===== src/hw/rtl/dfhe_pkg.sv =====
// Shared types, code tables and constants of the fixed-Huffman DEFLATE encoder.
package dfhe_pkg;

	typedef enum logic [1:0] {
		CMD_HEADER  = 2'd0,
		CMD_LITERAL = 2'd1,
		CMD_MATCH   = 2'd2,
		CMD_EOB     = 2'd3
	} cmd_e;

	typedef struct packed {
		cmd_e        cmd;
		logic        final_flag;
		logic [7:0]  literal_byte;
		logic [8:0]  match_length;
		logic [15:0] match_distance;
	} tok_t;

	typedef struct packed {
		logic [7:0] out_byte;
		logic       last_of_run;
		logic       stream_done;
	} strm_t;

	localparam int ACC_W     = 38;
	localparam int CNT_W     = 6;
	localparam int BITS_W    = 31;
	localparam int IDX_W     = 5;

	// Bits of one token, oldest in bit 0, as they enter the bit packer.
	typedef struct packed {
		logic [BITS_W-1:0] bits;
		logic [CNT_W-1:0]  nbits;
		logic              flush;
	} code_t;

	localparam int QUEUE_DEPTH = 4;
	localparam int QPTR_W      = $clog2(QUEUE_DEPTH);
	localparam int QCNT_W      = $clog2(QUEUE_DEPTH + 1);

	localparam int LEN_CODES  = 29;
	localparam int DIST_CODES = 30;

	localparam logic [8:0]  MIN_MATCH    = 9'd3;
	localparam logic [8:0]  LONGEST_LEN  = 9'd258;
	localparam logic [15:0] MIN_DIST     = 16'd1;
	localparam logic [15:0] MAX_DIST     = 16'd32768;
	localparam logic [7:0]  LIT_SPLIT    = 8'd144;
	localparam logic [4:0]  LEN_SEVEN_HI = 5'd22;
	localparam logic [CNT_W-1:0] HDR_BITS = 6'd3;
	localparam logic [CNT_W-1:0] EOB_BITS = 6'd7;

	localparam logic [8:0] LEN_BASE [LEN_CODES] = '{
		9'd3, 9'd4, 9'd5, 9'd6, 9'd7, 9'd8, 9'd9, 9'd10, 9'd11, 9'd13,
		9'd15, 9'd17, 9'd19, 9'd23, 9'd27, 9'd31, 9'd35, 9'd43, 9'd51, 9'd59,
		9'd67, 9'd83, 9'd99, 9'd115, 9'd131, 9'd163, 9'd195, 9'd227, 9'd258};

	localparam logic [2:0] LEN_EXTRA [LEN_CODES] = '{
		3'd0, 3'd0, 3'd0, 3'd0, 3'd0, 3'd0, 3'd0, 3'd0, 3'd1, 3'd1,
		3'd1, 3'd1, 3'd2, 3'd2, 3'd2, 3'd2, 3'd3, 3'd3, 3'd3, 3'd3,
		3'd4, 3'd4, 3'd4, 3'd4, 3'd5, 3'd5, 3'd5, 3'd5, 3'd0};

	localparam logic [15:0] DIST_BASE [DIST_CODES] = '{
		16'd1, 16'd2, 16'd3, 16'd4, 16'd5, 16'd7, 16'd9, 16'd13, 16'd17, 16'd25,
		16'd33, 16'd49, 16'd65, 16'd97, 16'd129, 16'd193, 16'd257, 16'd385,
		16'd513, 16'd769, 16'd1025, 16'd1537, 16'd2049, 16'd3073, 16'd4097,
		16'd6145, 16'd8193, 16'd12289, 16'd16385, 16'd24577};

	localparam logic [3:0] DIST_EXTRA [DIST_CODES] = '{
		4'd0, 4'd0, 4'd0, 4'd0, 4'd1, 4'd1, 4'd2, 4'd2, 4'd3, 4'd3,
		4'd4, 4'd4, 4'd5, 4'd5, 4'd6, 4'd6, 4'd7, 4'd7, 4'd8, 4'd8,
		4'd9, 4'd9, 4'd10, 4'd10, 4'd11, 4'd11, 4'd12, 4'd12, 4'd13, 4'd13};

endpackage


===== src/hw/rtl/dfhe_front.sv =====
// Token front end: clamps and classifies tokens, then builds their bit strings.
module dfhe_front (
	input  logic                  clk,
	input  logic                  arst_n,
	input  logic                  tok_valid,
	output logic                  tok_stall,
	input  dfhe_pkg::tok_t        tok,
	input  logic [dfhe_pkg::QCNT_W-1:0] q_count,
	output logic                  push,
	output dfhe_pkg::code_t       code
);
	import dfhe_pkg::*;

	logic        accept;
	logic        final_q;
	logic [8:0]  len_c;
	logic [15:0] dist_c;
	logic [IDX_W-1:0] len_idx;
	logic [IDX_W-1:0] dist_idx;

	logic             valid_s1;
	cmd_e             cmd_s1;
	logic             ff_s1;
	logic             flush_s1;
	logic [7:0]       lit_s1;
	logic [IDX_W-1:0] len_idx_s1;
	logic [4:0]       len_xv_s1;
	logic [IDX_W-1:0] dist_idx_s1;
	logic [12:0]      dist_xv_s1;

	logic [8:0]       lit_code;
	logic [3:0]       lit_n;
	logic [8:0]       len_code;
	logic [3:0]       len_n;
	logic [8:0]       len_rev;
	logic [4:0]       dist_rev;
	logic [2:0]       len_ne;
	logic [3:0]       dist_ne;
	logic [CNT_W-1:0] sh_xl;
	logic [CNT_W-1:0] sh_dc;
	logic [CNT_W-1:0] sh_xd;

	// Reverses the low n bits of a code so that its leading bit goes out first.
	function automatic logic [8:0] rev_code(input logic [8:0] c, input logic [3:0] n);
		logic [8:0] r;
		for (int i = 0; i < 9; i++) begin
			r[i] = c[8-i];
		end
		return r >> (4'd9 - n);
	endfunction

	// Keep room in the queue for the token held here and one more.
	assign tok_stall = ({1'b0, q_count} + {{QCNT_W{1'b0}}, valid_s1})
		>= (QCNT_W+1)'(QUEUE_DEPTH);
	assign accept = tok_valid && !tok_stall;

	always_comb begin
		if (tok.match_length < MIN_MATCH) begin
			len_c = MIN_MATCH;
		end else if (tok.match_length > LONGEST_LEN) begin
			len_c = LONGEST_LEN;
		end else begin
			len_c = tok.match_length;
		end
		if (tok.match_distance < MIN_DIST) begin
			dist_c = MIN_DIST;
		end else if (tok.match_distance > MAX_DIST) begin
			dist_c = MAX_DIST;
		end else begin
			dist_c = tok.match_distance;
		end
		len_idx = '0;
		for (int i = 1; i < LEN_CODES; i++) begin
			if (LEN_BASE[i] <= len_c) begin
				len_idx = IDX_W'(i);
			end
		end
		dist_idx = '0;
		for (int i = 1; i < DIST_CODES; i++) begin
			if (DIST_BASE[i] <= dist_c) begin
				dist_idx = IDX_W'(i);
			end
		end
	end

	always_ff @(posedge clk or negedge arst_n) begin
		if (!arst_n) begin
			valid_s1 <= 1'b0;
			final_q  <= 1'b0;
		end else begin
			valid_s1 <= accept;
			if (accept && tok.cmd == CMD_HEADER) begin
				final_q <= tok.final_flag;
			end else if (accept && tok.cmd == CMD_EOB) begin
				final_q <= 1'b0;
			end
		end
	end

	always_ff @(posedge clk) begin
		if (accept) begin
			cmd_s1      <= tok.cmd;
			ff_s1       <= tok.final_flag;
			flush_s1    <= (tok.cmd == CMD_EOB) && final_q;
			lit_s1      <= tok.literal_byte;
			len_idx_s1  <= len_idx;
			len_xv_s1   <= 5'(len_c - LEN_BASE[len_idx]);
			dist_idx_s1 <= dist_idx;
			dist_xv_s1  <= 13'(dist_c - DIST_BASE[dist_idx]);
		end
	end

	always_comb begin
		if (lit_s1 < LIT_SPLIT) begin
			lit_code = 9'h030 + {1'b0, lit_s1};
			lit_n    = 4'd8;
		end else begin
			lit_code = 9'h190 + {1'b0, lit_s1 - LIT_SPLIT};
			lit_n    = 4'd9;
		end
		if (len_idx_s1 <= LEN_SEVEN_HI) begin
			len_code = {4'd0, len_idx_s1} + 9'd1;
			len_n    = 4'd7;
		end else begin
			len_code = 9'h0C0 + {4'd0, len_idx_s1 - (LEN_SEVEN_HI + 5'd1)};
			len_n    = 4'd8;
		end
		len_rev  = rev_code(len_code, len_n);
		dist_rev = {dist_idx_s1[0], dist_idx_s1[1], dist_idx_s1[2], dist_idx_s1[3],
			dist_idx_s1[4]};
		len_ne   = LEN_EXTRA[len_idx_s1];
		dist_ne  = DIST_EXTRA[dist_idx_s1];
		sh_xl    = CNT_W'(len_n);
		sh_dc    = sh_xl + CNT_W'(len_ne);
		sh_xd    = sh_dc + CNT_W'(5);

		code.flush = flush_s1;
		unique case (cmd_s1)
			CMD_HEADER: begin
				code.bits  = BITS_W'({2'b01, ff_s1});
				code.nbits = HDR_BITS;
			end
			CMD_LITERAL: begin
				code.bits  = BITS_W'(rev_code(lit_code, lit_n));
				code.nbits = CNT_W'(lit_n);
			end
			CMD_MATCH: begin
				code.bits  = BITS_W'(len_rev)
					| (BITS_W'(len_xv_s1) << sh_xl)
					| (BITS_W'(dist_rev) << sh_dc)
					| (BITS_W'(dist_xv_s1) << sh_xd);
				code.nbits = sh_xd + CNT_W'(dist_ne);
			end
			CMD_EOB: begin
				code.bits  = '0;
				code.nbits = EOB_BITS;
			end
			default: begin
				code.bits  = '0;
				code.nbits = '0;
			end
		endcase
	end

	assign push = valid_s1;

endmodule


===== src/hw/rtl/dfhe_queue.sv =====
// Short queue of token bit strings between the front end and the bit packer.
module dfhe_queue (
	input  logic                        clk,
	input  logic                        arst_n,
	input  logic                        push,
	input  dfhe_pkg::code_t             wdata,
	input  logic                        pop,
	output logic                        nonempty,
	output dfhe_pkg::code_t             rdata,
	output logic [dfhe_pkg::QCNT_W-1:0] count
);
	import dfhe_pkg::*;

	code_t             mem_q [QUEUE_DEPTH];
	logic [QPTR_W-1:0] wr_ptr_q;
	logic [QPTR_W-1:0] rd_ptr_q;
	logic [QCNT_W-1:0] count_q;
	logic              do_pop;

	assign do_pop   = pop && (count_q != '0);
	assign nonempty = (count_q != '0);
	assign rdata    = mem_q[rd_ptr_q];
	assign count    = count_q;

	always_ff @(posedge clk or negedge arst_n) begin
		if (!arst_n) begin
			wr_ptr_q <= '0;
			rd_ptr_q <= '0;
			count_q  <= '0;
		end else begin
			if (push) begin
				wr_ptr_q <= (wr_ptr_q == QPTR_W'(QUEUE_DEPTH - 1)) ? '0 : wr_ptr_q + 1'b1;
			end
			if (do_pop) begin
				rd_ptr_q <= (rd_ptr_q == QPTR_W'(QUEUE_DEPTH - 1)) ? '0 : rd_ptr_q + 1'b1;
			end
			if (push && !do_pop) begin
				count_q <= count_q + 1'b1;
			end else if (!push && do_pop) begin
				count_q <= count_q - 1'b1;
			end
		end
	end

	always_ff @(posedge clk) begin
		if (push) begin
			mem_q[wr_ptr_q] <= wdata;
		end
	end

	a_no_overflow: assert property (@(posedge clk) disable iff (!arst_n)
		!(push && !do_pop && count_q == QCNT_W'(QUEUE_DEPTH)))
		else $error("queue written while full");

endmodule


===== src/hw/rtl/dfhe_packer.sv =====
// Bit packer: appends bit strings to the accumulator; one byte a cycle unless stalled.
module dfhe_packer (
	input  logic            clk,
	input  logic            arst_n,
	input  logic            q_nonempty,
	input  dfhe_pkg::code_t q_data,
	output logic            pop,
	output logic            strm_valid,
	input  logic            strm_stall,
	output dfhe_pkg::strm_t strm
);
	import dfhe_pkg::*;

	logic [ACC_W-1:0] acc_q;
	logic [CNT_W-1:0] cnt_q;
	logic             flush_q;
	logic             out_valid_q;
	strm_t            out_q;

	logic             out_ok;
	logic             emit;
	logic             last;
	logic             flush_after;
	logic [ACC_W-1:0] acc_after;
	logic [CNT_W-1:0] cnt_after;

	assign out_ok = !out_valid_q || !strm_stall;
	assign emit   = out_ok && ((cnt_q >= CNT_W'(8)) || (flush_q && cnt_q != '0));

	always_comb begin
		if (emit) begin
			acc_after = acc_q >> 8;
			cnt_after = (cnt_q >= CNT_W'(8)) ? cnt_q - CNT_W'(8) : '0;
		end else begin
			acc_after = acc_q;
			cnt_after = cnt_q;
		end
		// A byte is the last of its token once fewer than eight bits remain,
		// or once nothing remains while a final block is being flushed.
		last        = emit && (flush_q ? (cnt_after == '0) : (cnt_after < CNT_W'(8)));
		flush_after = flush_q && (cnt_after != '0);
		pop         = q_nonempty && (cnt_after < CNT_W'(8)) && !flush_after;
	end

	always_ff @(posedge clk or negedge arst_n) begin
		if (!arst_n) begin
			acc_q       <= '0;
			cnt_q       <= '0;
			flush_q     <= 1'b0;
			out_valid_q <= 1'b0;
		end else begin
			if (pop) begin
				acc_q   <= acc_after | (ACC_W'(q_data.bits) << cnt_after);
				cnt_q   <= cnt_after + q_data.nbits;
				flush_q <= q_data.flush;
			end else begin
				acc_q   <= acc_after;
				cnt_q   <= cnt_after;
				flush_q <= flush_after;
			end
			if (emit) begin
				out_valid_q <= 1'b1;
			end else if (!strm_stall) begin
				out_valid_q <= 1'b0;
			end
		end
	end

	always_ff @(posedge clk) begin
		if (emit) begin
			out_q.out_byte    <= acc_q[7:0];
			out_q.last_of_run <= last;
			out_q.stream_done <= last && flush_q;
		end
	end

	assign strm_valid = out_valid_q;
	assign strm       = out_q;

	a_cnt_range: assert property (@(posedge clk) disable iff (!arst_n)
		cnt_q <= CNT_W'(ACC_W))
		else $error("bit count beyond accumulator width");

	a_acc_clean: assert property (@(posedge clk) disable iff (!arst_n)
		(acc_q >> cnt_q) == '0)
		else $error("stray bits above the bit count");

	a_flush_nonempty: assert property (@(posedge clk) disable iff (!arst_n)
		flush_q |-> cnt_q != '0)
		else $error("flush pending with an empty accumulator");

	a_done_is_last: assert property (@(posedge clk) disable iff (!arst_n)
		emit && last && flush_q |=> strm_valid && strm.stream_done && strm.last_of_run)
		else $error("stream end byte not marked as last");

endmodule


===== src/hw/rtl/deflate_fixed_huffman_encoder_unit.sv =====
// Fixed-Huffman DEFLATE encoder top level: front end, token queue and bit packer.
// Takes parsed LZ77 tokens (block header, literal, match, end of block) and emits the
// fixed-Huffman stream one byte per transaction, least significant bit first. The
// front end accepts a token every cycle while its four-entry queue has room; the
// bit packer takes the next token once fewer than eight bits of the last remain,
// so bytes of one token can still wait to leave as the next comes in. The byte
// output register is the limit: one byte leaves per cycle while strm_stall is low.
// A token passes the front-end register, the queue, the accumulator and the byte
// output register. An end of block in a final block pads the last byte with zeros,
// marks it stream_done, and the next token starts afresh.
module deflate_fixed_huffman_encoder_unit (
	input  logic            clk,
	input  logic            arst_n,
	input  logic            tok_valid,
	output logic            tok_stall,
	input  dfhe_pkg::tok_t  tok,
	output logic            strm_valid,
	input  logic            strm_stall,
	output dfhe_pkg::strm_t strm
);
	import dfhe_pkg::*;

	logic              push;
	code_t             wcode;
	logic              pop;
	logic              q_nonempty;
	code_t             rcode;
	logic [QCNT_W-1:0] q_count;

	dfhe_front u_front (
		.clk       (clk),
		.arst_n    (arst_n),
		.tok_valid (tok_valid),
		.tok_stall (tok_stall),
		.tok       (tok),
		.q_count   (q_count),
		.push      (push),
		.code      (wcode)
	);

	dfhe_queue u_queue (
		.clk      (clk),
		.arst_n   (arst_n),
		.push     (push),
		.wdata    (wcode),
		.pop      (pop),
		.nonempty (q_nonempty),
		.rdata    (rcode),
		.count    (q_count)
	);

	dfhe_packer u_packer (
		.clk        (clk),
		.arst_n     (arst_n),
		.q_nonempty (q_nonempty),
		.q_data     (rcode),
		.pop        (pop),
		.strm_valid (strm_valid),
		.strm_stall (strm_stall),
		.strm       (strm)
	);

endmodule

===== config.mk =====
export PLATFORM = sky130hd
export DESIGN_NAME = deflate_fixed_huffman_encoder_unit
export DESIGN_NICKNAME = d
export VERILOG_FILES = /design/src/hw/rtl/dfhe_pkg.sv /design/src/hw/rtl/dfhe_front.sv /design/src/hw/rtl/dfhe_queue.sv /design/src/hw/rtl/dfhe_packer.sv /design/src/hw/rtl/deflate_fixed_huffman_encoder_unit.sv
export SDC_FILE = /design/constraint.sdc
export NUM_CORES = 1
export LEC_CHECK = 0
export BUFFER_PORTS_ARGS = -buffer_cell sky130_fd_sc_hd__buf_4
export CORE_UTILIZATION = 68
export DETAILED_ROUTE_END_ITERATION = 8
export PLACE_DENSITY_LB_ADDON = 0.12
export SETUP_SLACK_MARGIN = 0.02
export SLEW_MARGIN = 40
export SYNTH_ARGS = -nofsm -noshare
export SYNTH_HDL_FRONTEND = slang
export SYNTH_HIERARCHICAL = 1
export SYNTH_SLANG_ARGS = --single-unit
export TNS_END_PERCENT = 5

===== constraint.sdc =====
create_clock -name clk -period 6.87 [get_ports clk]
set_input_delay 0.687 -clock clk [delete_from_list [all_inputs] [get_ports clk]]
set_output_delay 0.687 -clock clk [all_outputs]
set_load 0.05 [all_outputs]

## After elaboration in Yosys (flattened, before gate mapping)

Memories as Yosys holds them, arrays and structs flattened.
Cells that the tools add are included.

- Memories: 5
- ROM bits: 1,024
- Bits in writable memories: 152
- Register bits: 105

- Equal/unequal tests: 7
- Mux-type cells: 91
- Magnitude comparators: 70
- Shifts and indexed selects: 6
- Reduce and logical (&&, ||, !) cells: 30
- Add/sub/neg operators: 20
- Bitwise gates (word level): 8

Memory list:

| name | depth | width | read ports | clocked after Yosys merged registers in | wr ports | line | source |
|---|---|---|---|---|---|---|---|
| (name not given) | 32 | 16 | 1 | 0 | 0 | dfhe_front.sv:109 | `dist_xv_s1 <= 13'(dist_c - DIST_BASE[dist_idx]);` |
| (name not given) | 32 | 9 | 1 | 0 | 0 | dfhe_front.sv:107 | `len_xv_s1 <= 5'(len_c - LEN_BASE[len_idx]);` |
| u_queue.mem_q | 4 | 38 | 1 | 0 | 1 | dfhe_queue.sv:14 | `code_t mem_q [QUEUE_DEPTH];` |
| (name not given) | 32 | 4 | 1 | 0 | 0 | dfhe_front.sv:132 | `dist_ne = DIST_EXTRA[dist_idx_s1];` |
| (name not given) | 32 | 3 | 1 | 0 | 0 | dfhe_front.sv:131 | `len_ne = LEN_EXTRA[len_idx_s1];` |

Operators with widths:

| kind | number |
|---|---|
| 37-bit case mux with 4 select lines | 1 |
| 5-bit 2-to-1 mux | 29 |
| 38-bit 2-to-1 mux | 2 |
| 4-bit 2-to-1 mux | 19 |
| 31-bit bitwise OR | 2 |
| 4-bit by 9-bit less-or-equal comparator with 1-bit output (first input constant) | 6 |
| 3-bit by 16-bit less-or-equal comparator with 1-bit output (first input constant) | 3 |
| 5-bit by 9-bit less-or-equal comparator with 1-bit output (first input constant) | 5 |
| 38-bit bitwise OR | 1 |
| 31-bit by 6-bit << shifter with 38-bit output | 1 |
| 3-bit by 9-bit less-or-equal comparator with 1-bit output (first input constant) | 4 |
| 6-bit by 9-bit less-or-equal comparator with 1-bit output (first input constant) | 4 |
| 7-bit by 9-bit less-or-equal comparator with 1-bit output (first input constant) | 4 |
| 8-bit by 9-bit less-or-equal comparator with 1-bit output (first input constant) | 4 |
| 3-bit 2-to-1 mux | 12 |
| 9-bit 2-to-1 mux | 4 |
| 10-bit by 16-bit less-or-equal comparator with 1-bit output (first input constant) | 2 |
| 11-bit by 16-bit less-or-equal comparator with 1-bit output (first input constant) | 2 |
| 12-bit by 16-bit less-or-equal comparator with 1-bit output (first input constant) | 2 |
| 13-bit by 16-bit less-or-equal comparator with 1-bit output (first input constant) | 2 |
| 14-bit by 16-bit less-or-equal comparator with 1-bit output (first input constant) | 2 |
| 15-bit by 16-bit less-or-equal comparator with 1-bit output (first input constant) | 2 |
| 2-bit by 16-bit less-or-equal comparator with 1-bit output (first input constant) | 2 |
| 4-bit by 16-bit less-or-equal comparator with 1-bit output (first input constant) | 2 |
| other kinds (56) | 115 |

## Depth between registers and ports, before layout

Gate-level depths: netlist of run 1.

- Depth after elaboration: 38
- Depth in mapped cells: 23
- Depth with buffers taken out: 22

## Modules after synthesis

The synthesis of run 1 kept the hierarchy.

By module, submodules not included:

| module | seq. area each (um^2) | cells each | area each (um^2) | instances |
|---|---|---|---|---|
| dfhe_front | 1,251.2 | 849 | 6,323.6 | 1 |
| dfhe_queue | 4,739.5 | 235 | 5,947.0 | 1 |
| dfhe_packer | 1,451.4 | 525 | 4,314.1 | 1 |

## Least setup slack after synthesis of run 1

Ideal clock, no wire load.

- Kind: input to register
- Start point: input port tok[3] (netlist name)
- End point: register u_front.dist_xv_s1[12], data pin
- Buffers on the path: 2
- Stages on the path: 23
- Slack: 1.366 ns
- Data arrival time: 5.236 ns
- Data required time: 6.602 ns
- Path through: buf_2 or4_1 clkbuf_1 o41ai_1 and2_1 o311a_1 nor3_1 a311o_1 o31ai_2 a221o_1 ha_1 inv_1 mux2i_1 nand2_1 fa_1 a21o_1 a21oi_1 nor2b_1 o21a_1 nor3_1 o31ai_1 o41ai_1 xnor2_1

- Cells in the longest elaborated chain, start to end: 38
- Elaborated cells between the ends (all ways): 67

Ends and longest elaborated chain:

| element | line | source |
|---|---|---|
| from (decl) | deflate_fixed_huffman_encoder_unit.sv:16 | `input dfhe_pkg::tok_t tok,` |
| 16-bit greater-than comparator | dfhe_front.sv:67 | `end else if (tok.match_distance > MAX_DIST) begin` |
| 16-bit 2-to-1 mux | dfhe_front.sv:67 |  |
| 16-bit 2-to-1 mux * | dfhe_front.sv:65 | `if (tok.match_distance < MIN_DIST) begin` |
| 2-bit by 16-bit less-or-equal comparator with 1-bit output | dfhe_front.sv:80 | `if (DIST_BASE[i] <= dist_c) begin` |
| 1-bit 2-to-1 mux | dfhe_front.sv:80 |  |
| 2-bit 2-to-1 mux (2 in series) | dfhe_front.sv:80 |  |
| 3-bit 2-to-1 mux (4 in series) | dfhe_front.sv:80 |  |
| 4-bit 2-to-1 mux (8 in series) | dfhe_front.sv:80 |  |
| 5-bit 2-to-1 mux (13 in series) | dfhe_front.sv:80 |  |
| 5-bit 2-to-1 mux * | dfhe_front.sv:80 |  |
| via u_front.dist_idx[0] | dfhe_front.sv:19 | `logic [IDX_W-1:0] dist_idx;` |
| 5-bit NOT with 6-bit output (implied by the code) * | dfhe_front.sv:109 |  |
| memory read 32 x 16 bit * | - |  |
| 13-bit 2-to-1 mux (implied by the code) * (2 in series) | dfhe_front.sv:109 |  |
| 13-bit subtractor * | dfhe_front.sv:109 |  |
| to (signal assigned) | dfhe_front.sv:109 |  |
| to (decl) | dfhe_front.sv:29 | `logic [12:0] dist_xv_s1;` |

The timed path passes the listed nets; every way through them passes the cells marked *. The select of a mux whose other input is x is not followed.
A chain may end at the register's enable or synchronous reset.

## Worst setup path after layout of run 1

- Start point: input port tok[4] (netlist name)
- End point: register u_front.dist_xv_s1[12], data pin

- Cells in the longest elaborated chain, start to end: 38
- Elaborated cells between the ends (all ways): 67

Ends and longest elaborated chain:

| element | line |
|---|---|
| 16-bit greater-than comparator | dfhe_front.sv:67 |
| 16-bit 2-to-1 mux | dfhe_front.sv:67 |
| 16-bit 2-to-1 mux * | dfhe_front.sv:65 |
| 2-bit by 16-bit less-or-equal comparator with 1-bit output | dfhe_front.sv:80 |
| 1-bit 2-to-1 mux | dfhe_front.sv:80 |
| 2-bit 2-to-1 mux (2 in series) | dfhe_front.sv:80 |
| 3-bit 2-to-1 mux (4 in series) | dfhe_front.sv:80 |
| 4-bit 2-to-1 mux (8 in series) | dfhe_front.sv:80 |
| 5-bit 2-to-1 mux (14 in series) | dfhe_front.sv:80 |
| 5-bit NOT with 6-bit output (implied by the code) | dfhe_front.sv:109 |
| memory read 32 x 16 bit | - |
| 13-bit 2-to-1 mux (implied by the code) (2 in series) | dfhe_front.sv:109 |
| 13-bit subtractor * | dfhe_front.sv:109 |

Every way passes the cells marked *; elsewhere a longest branch is shown, timed or not. The select of a mux whose other input is x is not followed.

==> results.md, run 1 <==
- Status: completed
- Placed insts: 1897
- Startpoint Class: primary input
- GP Congestion: 0.972
- Multi-input gate area: 8380 µm²
- Post-cts repair resize count: 0
- Num CTS Buffers: 26
- Num ports: 52
- Sequential Power Share: 28.1%
- Primary FF master, synth: edfxtp_1
- DIE AREA: 25000 µm²
- Reg2reg setup slack: 1.54 ns
- Post-synth EDFFs: 202
- Area contributors post-synth: edfxtp_1 (37%), dfrtp_1 (8.3%), mux4_2 (5.7%)
- Residual DRC count: 0
- Pre-CTS setup slack: 0.695 ns
- Internal Power: 4.77 mW
- Nets: 1705
- Hold violation total from the final report: 0
- Via density: 6.88
- Tcrit/Tclk final: 83.1%
- Layout Cells excl Fill: 1944
- Clk slew on worst S/H paths: 0.07 ns
- Crit path to: u_front/dist_xv_s1[12]
- Leakage power: 6.71 nW
- Maximum vdd drop: 0.000418 V
- Share of the synthesized area in the top cell type: 36.6%
- Synth top cells by count: edfxtp_1 (202), nor2_1 (183), nand2_1 (135), a21oi_1 (94), o21ai_0 (70)
- Final worst slack: 1.16 ns
- Post-Syn Nets: 1708
- Crit path kind: primary input to flop
- NetSw: 3.89 mW
- Synthesized instance count: 1609
- Die width: 158 µm
- Peak Freq: 175 MHz
- CP startpoint: tok[4]
- PD cells: 484 nW/µm²
- Share of cells above drive strength 1: 14.3%
- Clk_lat worst skew: 0.54 ns
- Synth cell types: 97
- Post-DRT Antenna Nets: 0
- Fill count: 1586
- TritonCTS clock tree: done
- Syn. warnings: 6
- CP Max Fanout: 8
- Number of global-route vias before repair: 12700
- Clock Tree Buf Depth: 3
- Min-delay worst type: primary input to async pin
- Final setup fails: 0
- Worst R2R End: u_queue/mem_q[1][37]
- Post-detail-place hpwl: 29400 µm
- RSZ-0062 raised after global routing: no
- Area growth from synthesis to layout: 7.85%
- Asr flop ratio synth: 21.4%
- Critical path capture point type: flop
- Syn_area_per_cell: 10.3 µm²
- Final clock skew: 0.0228 ns
- First-pass GRT wire length: 66800 µm
- Max-cap viol count: 0
- Post-CTS setup buffer count: 0
- Htree depth: 1
- Initial antenna violation count: 0
- Number of diodes: 0
- Hold-fix buffers at CTS: 0
- GR Overflow Total: 0
- Switch share: 44.9%
- Share of the yosys chip area belonging to registers: 44.9%
- Most common cell in the netlist: edfxtp_1
- Die Y: 158 µm
- Arr. time, crit path: 5.98 ns
- Reg2reg path depth: 13
- Yosys top cell by area: edfxtp_1
- Synth Register Bits: 257
- Synthesized cell area: 16600 µm²
- Relative slew slack: 40.9%
- Post-layout min period: 5.71 ns
- Worst EP required: 7.14 ns
- Global Route Usage Sum: 34.4%
- Max Slew Vio Count: 0
- Worst-margin pin slew: 0.877 ns
- Root Buffer Master: clkbuf_16
- Largest net degree at the start of global routing: 67
- Rows: 56
- Core Footprint: 23700 µm²
- R2R Path Start: u_front/len_idx_s1[3]
- Combinational power share: 55.1%
- Starting Density: 70.0%
- DR WL/cell: 22.1 µm
- Clock power frac: 16.8%
- Clock Sinks: 257
- Setup tns final: 0 ns
- Port bufs: 51
- Register area: 7440 µm²
- Vias: 13400
- Routed WL: 42900 µm
- Pre-antenna DRT Iters: 8
- Hold_ws: 0.191 ns
- DR iter-0 viols: 1591
flip-flops by register name, summed over array words and instances (netlist names):
signal               count
u_queue/count            3
u_packer/flush_q         1
u_front/push             1
u_front/dist_idx_s1      5
u_front/dist_xv_s1      13
u_queue/wr_ptr_q         2
u_packer/acc_q          38
u_front/len_idx_s1       5
u_packer/cnt_q           6
u_front/cmd_s1           2
u_packer/strm           10
u_front/flush_s1         1
u_front/len_xv_s1        5
u_front/lit_s1           8
u_queue/rd_ptr_q         2
u_front/final_q          1
u_packer/strm_valid      1
u_queue/mem_q          152
u_front/ff_s1            1
power groups by stage:
stage	clock [mW]	combinational (mW)	sequential, mW
after global placement	0	4.43	2.42
after floorplan	0	3.46	2.44
final	1.45	4.78	2.43
after detailed placement	0	4.54	2.45
after CTS	1.46	4.63	2.42
after global routing	1.52	5.10	2.46
per-layer routing:
layer | part of all wire [%] | global-route usage, %
met1 | 40 | 44.5
met4 | 4.1 | 15.3
met3 | 7.6 | 4.87
met5 | 0 | 0
met2 | 49 | 57.9
worst max-delay path, cell delays in order:
cell and delay, ns:
buf_4 0.14, or4_1 0.65, or3_1 0.48, o311ai_0 0.69
o2111ai_1 0.28, a211oi_2 0.35, or2_2 0.21, ha_1 0.20
inv_1 0.07, mux2i_1 0.13, nand2_1 0.11, fa_1 0.45
a21o_1 0.20, a21oi_1 0.21, nor2b_1 0.07, o21a_1 0.18
nor3_1 0.21, o31ai_1 0.16, o41ai_1 0.37, xnor2_1 0.13
layout by cell type (no fill, tap or decap), types with 14 or more instances in the layout:
cell type    n
nand3_1     50
o22ai_1     38
nand2_1    135
ha_1        51
xnor2_1     24
nand2b_1    18
and2_1      18
a21oi_1     94
a31oi_1     20
nor2_1     183
mux4_2      42
dfrtp_1     53
o21ai_0     70
edfxtp_1   202
nor2b_1     21
o211ai_1    14
clkbuf_16   27
nor3_1      40
mux2_2      20
a21o_1      15
a211oi_1    16
mux2i_1     53
inv_1       61
buf_4       70
area by class of cell:
type | instances | share of cell area [%]
clock buffers | 34 | 4.04
clock inverters | 13 | 0.860
inverters | 68 | 1.45
multi-input cells | 1183 | 46.9
flip-flops and latches | 257 | 41.6
well taps | 319 | 2.23
repair buffers | 70 | 2.94
cells by family (layout without fill, tap and decap cells):
family          count (synthesis)  after routing  synth area share, %
fa+ha+maj                      59             59                 4.72
compound gates                433            433                 18.0
flops                         257            257                 44.9
xor+xnor                       38             38                 2.01
simple gates                  538            538                 15.3
buf+inv                       169            185                 4.85
mux                           115            115                 10.3
worst min path at each step:
stage | cells past startpoint | slack (ns) | endpoint
after floorplan | 0 | 0.39 | u_front/final_q
after global routing | 1 | 0.26 | u_queue/count[1]
final | 1 | 0.19 | u_queue/count[0]
after detailed placement | 0 | 0.44 | u_packer/strm[3]
after global placement | 0 | 0.43 | u_packer/strm[2]
after CTS | 1 | 0.23 | u_queue/count[0]
metrics by stage:
stage / util [%] / instance area [µm²] / total power [mW]
after floorplan: - / 16600 / 5.90
after global placement: 71.7 / 17000 / 6.85
after detailed placement: 71.8 / 17000 / 6.99
after CTS: 75.5 / 17900 / 8.52
after global routing: 75.5 / 17900 / 9.08
final: 75.5 / 17900 / 8.66
(Power assumes the default switching activity.)
==> run 2: changes to the inputs <==
--- a/config.mk
+++ b/config.mk
@@ -6,7 +6,7 @@
 export NUM_CORES = 1
 export LEC_CHECK = 0
 export BUFFER_PORTS_ARGS = -buffer_cell sky130_fd_sc_hd__buf_4
-export CORE_UTILIZATION = 68
+export CORE_UTILIZATION = 64
 export DETAILED_ROUTE_END_ITERATION = 8
 export PLACE_DENSITY_LB_ADDON = 0.12
 export SETUP_SLACK_MARGIN = 0.02
==> constraint.sdc (replaced) <==
create_clock -name clk -period 5.4 [get_ports clk]
set_input_delay 0.54 -clock clk [delete_from_list [all_inputs] [get_ports clk]]
set_output_delay 0.54 -clock clk [all_outputs]
set_load 0.05 [all_outputs]
==> run 2 against run 1 <==
Sequential power is 29% higher. Core utilization decreased by 2.8 points. Critical path type unchanged. Count of clock-buffer cells in the layout fell by 1. Critical endpoint is now u_front/dist_xv_s1[11]. Die area up 6.2%. Via count up 0.27%. Clock skew rose by 0.0028 ns. Critical path depth increased by 1.
==> results.md, run 2 (synthesis results as in run 1) <==
- Status: completed
- GP Congestion: 0.941
- PD cells: 597 nW/µm²
- Clock Tree Buf Depth: 3
- R2R Path Start: u_front/len_idx_s1[2]
- Commonest non-fill, non-tap cell in the layout: edfxtp_1
- Global Route Usage Sum: 31.9%
- First-pass GRT wire length: 66900 µm
- Hold violation total from the final report: 0
- Port bufs: 51
- Clock Sinks: 257
- Relative slew slack: 41.2%
- Die Y: 163 µm
- Hold-fix buffers at CTS: 0
- Commonest cells after routing, fill and taps aside: edfxtp_1 (202), nor2_1 (183), buf_4 (142), nand2_1 (135), a21oi_1 (94)
- Htree depth: 1
- Starting Density: 65.5%
- Num ports: 52
- Worst R2R End: u_queue/mem_q[2][21]
- Pre-antenna DRT Iters: 7
- Final clock skew: 0.0256 ns
- Number of diodes: 0
- Post-detail-place hpwl: 30200 µm
- DIE AREA: 26600 µm²
- Vias: 13400
- Root Buffer Master: clkbuf_16
- Worst EP required: 5.68 ns
- Via density: 6.61
- Nets: 1778
- Rows: 58
- Startpoint Class: primary input
- Min-delay worst type: primary input to async pin
- Largest net degree at the start of global routing: 66
- Tcrit/Tclk final: 94.3%
- RSZ-0062 raised after global routing: no
- Num CTS Buffers: 27
- Max Slew Vio Count: 0
- Area of placed instances: 17500 µm²
- Post-CTS setup buffer count: 0
- Initial antenna violation count: 0
- Number of global-route vias before repair: 12700
- TritonCTS clock tree: done
- Final setup fails: 0
- DR iter-0 viols: 1488
- DR WL/cell: 20.9 µm
- Residual DRC count: 0
- Power Total: 11.0 mW
- Biggest register: u_queue/mem_q
- Post-layout min period: 5.09 ns
- Core Footprint: 25300 µm²
- Area growth from synthesis to layout: 11.1%
- Largest register FFs: 152
- Clk slew on worst S/H paths: 0.06 ns
- Routed WL: 42500 µm
- Post-DRT Antenna Nets: 0
- Worst-margin pin slew: 0.876 ns
- CP Max Fanout: 5
- Critical path capture point type: flop
- Clk_lat worst skew: 0.55 ns
- Leakage power: 7.06 nW
- Arr. time, crit path: 5.37 ns
- Peak Freq: 196 MHz
- Final worst slack: 0.310 ns
- Fin area: 18400 µm²
- Die width: 163 µm
- Crit path kind: primary input to flop
- Largest registers: u_queue/mem_q x152, u_packer/acc_q x38, u_front/dist_xv_s1 x13
- Max-cap viol count: 0
- GR Overflow Total: 0
- Reg2reg setup slack: 0.58 ns
- Pre-CTS setup slack: -0.245 ns
- Reg2reg path depth: 12
- Maximum vdd drop: 0.000552 V
- Share of cells above drive strength 1: 17.9%
## run 2: what timing repair did
item,in CTS,in global routing
setup endpoints to repair,0,2
resized for setup,0,4
endpoints found under the hold margin,0,0
## run 2: per-layer routing
layer / up-vias / global-route usage [%] / part of all wire, %
met4: 0 / 10.4 / 3.0
met3: 113 / 3.46 / 5.9
met5: - / 0 / 0
li1: 6208 / - / -
met2: 580 / 55.1 / 50
met1: 6519 / 41.9 / 41
## run 2: worst max path at each step
| stage | start | endpoint | slack, ns | cells past startpoint |
|---|---|---|---|---|
| 5_1_grt | tok[4] | u_front/dist_xv_s1[11] | 0.03 | 22 |
| 3_5_place_dp | tok[4] | u_front/dist_xv_s1[12] | -0.24 | 20 |
| 3_3_place_gp | tok[4] | u_front/dist_xv_s1[12] | -0.15 | 20 |
| 4_1_cts | tok[4] | u_front/dist_xv_s1[12] | 0.30 | 20 |
| 2_1_floorplan | tok[3] | u_front/dist_xv_s1[12] | 0.04 | 23 |
| 6_report | tok[4] | u_front/dist_xv_s1[11] | 0.31 | 21 |
## run 2: area by class of cell
cell class | instances | area, µm²
Timing Repair Buffer | 142 | 1070
Fill cell | 1787 | 6900
Tap cell | 330 | 413
Sequential cell | 257 | 7450
Inverter | 68 | 260
Multi-Input combinational cell | 1183 | 8380
Clock inverter | 17 | 159
Clock buffer | 33 | 698
## run 2: power by group
group	total (mW)	switching (mW)	leakage [nW]	internal, mW
Clock	1.79	0.760	0.415	1.03
Combinational	6.09	3.82	4.08	2.27
Sequential	3.13	0.313	2.56	2.81
## run 2: through the flow
step	hold slack [ns]	instances	TNS [ns]	util, %
floorplan	0.244	1609	0	-
global placement	0.431	1980	-0.225	69.2
detailed placement	0.436	1980	-0.484	69.2
CTS	0.0598	2030	0	72.6
global route	0.0951	2030	0	72.8
finish	0.0375	2030	0	72.8
## run 2: critical path: stages
cell and delay [ns]:
buf_4 0.11, or4_1 0.64, or3_1 0.50, nand2b_1 0.19
a31oi_1 0.18, a21oi_1 0.09, o21ai_0 0.28, o31ai_2 0.13
a221o_1 0.37, ha_1 0.28, mux2i_1 0.14, nand2_1 0.12
ha_1 0.28, nor2b_1 0.13, o21ai_0 0.20, a21boi_0 0.15
o21ai_0 0.23, a21oi_1 0.14, a211o_1 0.31, o41ai_2 0.26
xnor2_1 0.10
==> run 3: changes to the inputs <==
--- a/config.mk
+++ b/config.mk
@@ -9,7 +9,7 @@
 export CORE_UTILIZATION = 64
 export DETAILED_ROUTE_END_ITERATION = 8
 export PLACE_DENSITY_LB_ADDON = 0.12
-export SETUP_SLACK_MARGIN = 0.02
+export RECOVER_POWER = 50
 export SLEW_MARGIN = 40
 export SYNTH_ARGS = -nofsm -noshare
 export SYNTH_HDL_FRONTEND = slang
==> run 3 against run 2 <==
The flow now finishes with violations (max-capacitance violations, max-slew violations). Sequential power hardly changed. Register-to-register slack about the same. Non-clock buffer count unchanged. Global-route usage did not move. Setup slack better by 0.035 ns. Critical path depth unchanged. Sequential share of layout area increased by 0.18 points. Critical path type unchanged. Critical endpoint unchanged. Largest power group unchanged.
==> results.md, run 3 (synthesis results as in run 1) <==
- Status: finished with violations
- Biggest register: u_queue/mem_q
- Area growth from synthesis to layout: 10.6%
- Pre-antenna DRT Iters: 7
- DR iter-0 viols: 1534
- Worst-margin pin slew: 3.09 ns
- DR WL/cell: 20.9 µm
- Post-CTS setup buffer count: 0
- Die width: 163 µm
- Clk slew on worst S/H paths: 0.06 ns
- Nets: 1778
- Starting Density: 65.5%
- Tcrit/Tclk final: 93.6%
- Post-detail-place hpwl: 30200 µm
- CP Max Fanout: 5
- Clk_lat worst skew: 0.54 ns
- Setup tns final: 0 ns
- Core Footprint: 25300 µm²
- Num ports: 52
- Startpoint Class: primary input
- Via density: 6.57
- Max-cap viol count: 7
- Hold violation total from the final report: 0
- Min-delay worst type: primary input to flop
- Root Buffer Master: clkbuf_16
- Global Route Usage Sum: 31.9%
- Critical path capture point type: flop
- PD cells: 599 nW/µm²
- Post-layout min period: 5.06 ns
- Initial antenna violation count: 0
- Final setup fails: 0
- GP Congestion: 0.941
- Arr. time, crit path: 5.33 ns
- Die Y: 163 µm
- Leakage power: 6.98 nW
- Rows: 58
- Max Slew Vio Count: 304
- Vias: 13300
- Share of cells above drive strength 1: 16.6%
- Number of diodes: 0
- Number of global-route vias before repair: 12700
- Residual DRC count: 0
- Largest net degree at the start of global routing: 66
- Maximum vdd drop: 0.000550 V
- Clock Tree Buf Depth: 3
- Htree depth: 1
- Power Total: 11.0 mW
- DIE AREA: 26600 µm²
- Crit path kind: primary input to flop
- Largest register FFs: 152
- RSZ-0062 raised after global routing: no
- Failing checks: max-capacitance violations, max-slew violations
- Port bufs: 51
- Largest registers: u_queue/mem_q x152, u_packer/acc_q x38, u_front/dist_xv_s1 x13
- Commonest non-fill, non-tap cell in the layout: edfxtp_1
- Commonest cells after routing, fill and taps aside: edfxtp_1 (202), nor2_1 (183), nand2_1 (135), buf_4 (115), a21oi_1 (95)
- Final clock skew: 0.0247 ns
- Num CTS Buffers: 27
- Routed WL: 42400 µm
- Post-DRT Antenna Nets: 0
- GR Overflow Total: 0
- First-pass GRT wire length: 66900 µm
- Worst EP required: 5.67 ns
- Relative slew slack: -106%
- TritonCTS clock tree: done
- Peak Freq: 198 MHz
- Clock Sinks: 257
[run 3: metrics by stage]
stage | instances | hold WS (ns) | instance area (µm²) | setup WS, ns | util [%]
after floorplan | 1609 | 0.244 | 16600 | 0.0434 | -
after global placement | 1980 | 0.431 | 17500 | -0.154 | 69.2
after detailed placement | 1980 | 0.436 | 17500 | -0.245 | 69.2
after CTS | 2030 | 0.0598 | 18400 | 0.295 | 72.6
after global routing | 2030 | 0.185 | 18300 | 0.0342 | 72.4
final | 2030 | 0.192 | 18300 | 0.345 | 72.4
[run 3: where the power goes]
group | switching (mW) | internal [mW]
Combinational | 3.82 | 2.24
Clock | 0.757 | 1.03
Sequential | 0.312 | 2.83
Total | 4.89 | 6.10
[run 3: critical path, cell delays in order]
cell	delay (ns)
buf_4	0.11
or4_1	0.64
or3_1	0.49
nand2b_1	0.19
a31oi_1	0.17
a21oi_1	0.09
o21ai_0	0.27
o31ai_2	0.13
a221o_1	0.37
ha_1	0.28
mux2i_1	0.14
nand2_1	0.12
ha_1	0.28
nor2b_1	0.13
o21ai_0	0.20
a21boi_0	0.15
o21ai_0	0.23
a21oi_1	0.14
a211o_1	0.31
o41ai_2	0.26
xnor2_1	0.10
[run 3: layout make-up]
cell class	instances	area (µm²)
multi-input cells	1183	8370
repair buffers	142	998
inverters	68	260
well taps	330	413
clock buffers	33	698
fillers	1809	6980
clock inverters	17	159
flip-flops and latches	257	7450
[run 3: per-layer routing]
metal  vias to the layer above  track usage, %  routed length, µm
met1                      6501            41.9              17600
met2                       546            55.1              21200
met4                         0            10.4               1130
li1                       6205               -                  -
met3                        92            3.46               2470
met5                         -               0                  0
[run 3: timing repair]
action,4_1_cts,5_1_grt
hold buffers,0,0
endpoints found under the hold margin,0,0
setup endpoints to repair,0,2
resized for setup,0,4
[run 3: final timing paths]
kind                       slack [ns]  depth (start not counted)                     end             startpoint
min in group asynchronous        1.00                          1        u_queue/count[0]                 arst_n
max                              0.34                         21  u_front/dist_xv_s1[11]                 tok[4]
max in group asynchronous        2.24                          1     u_queue/rd_ptr_q[0]                 arst_n
max reg2reg                      0.57                         12    u_queue/mem_q[2][21]  u_front/len_idx_s1[2]
min                              0.19                          1       u_front/lit_s1[0]                tok[25]
min reg2reg                      0.44                          0        u_packer/strm[4]      u_packer/acc_q[2]
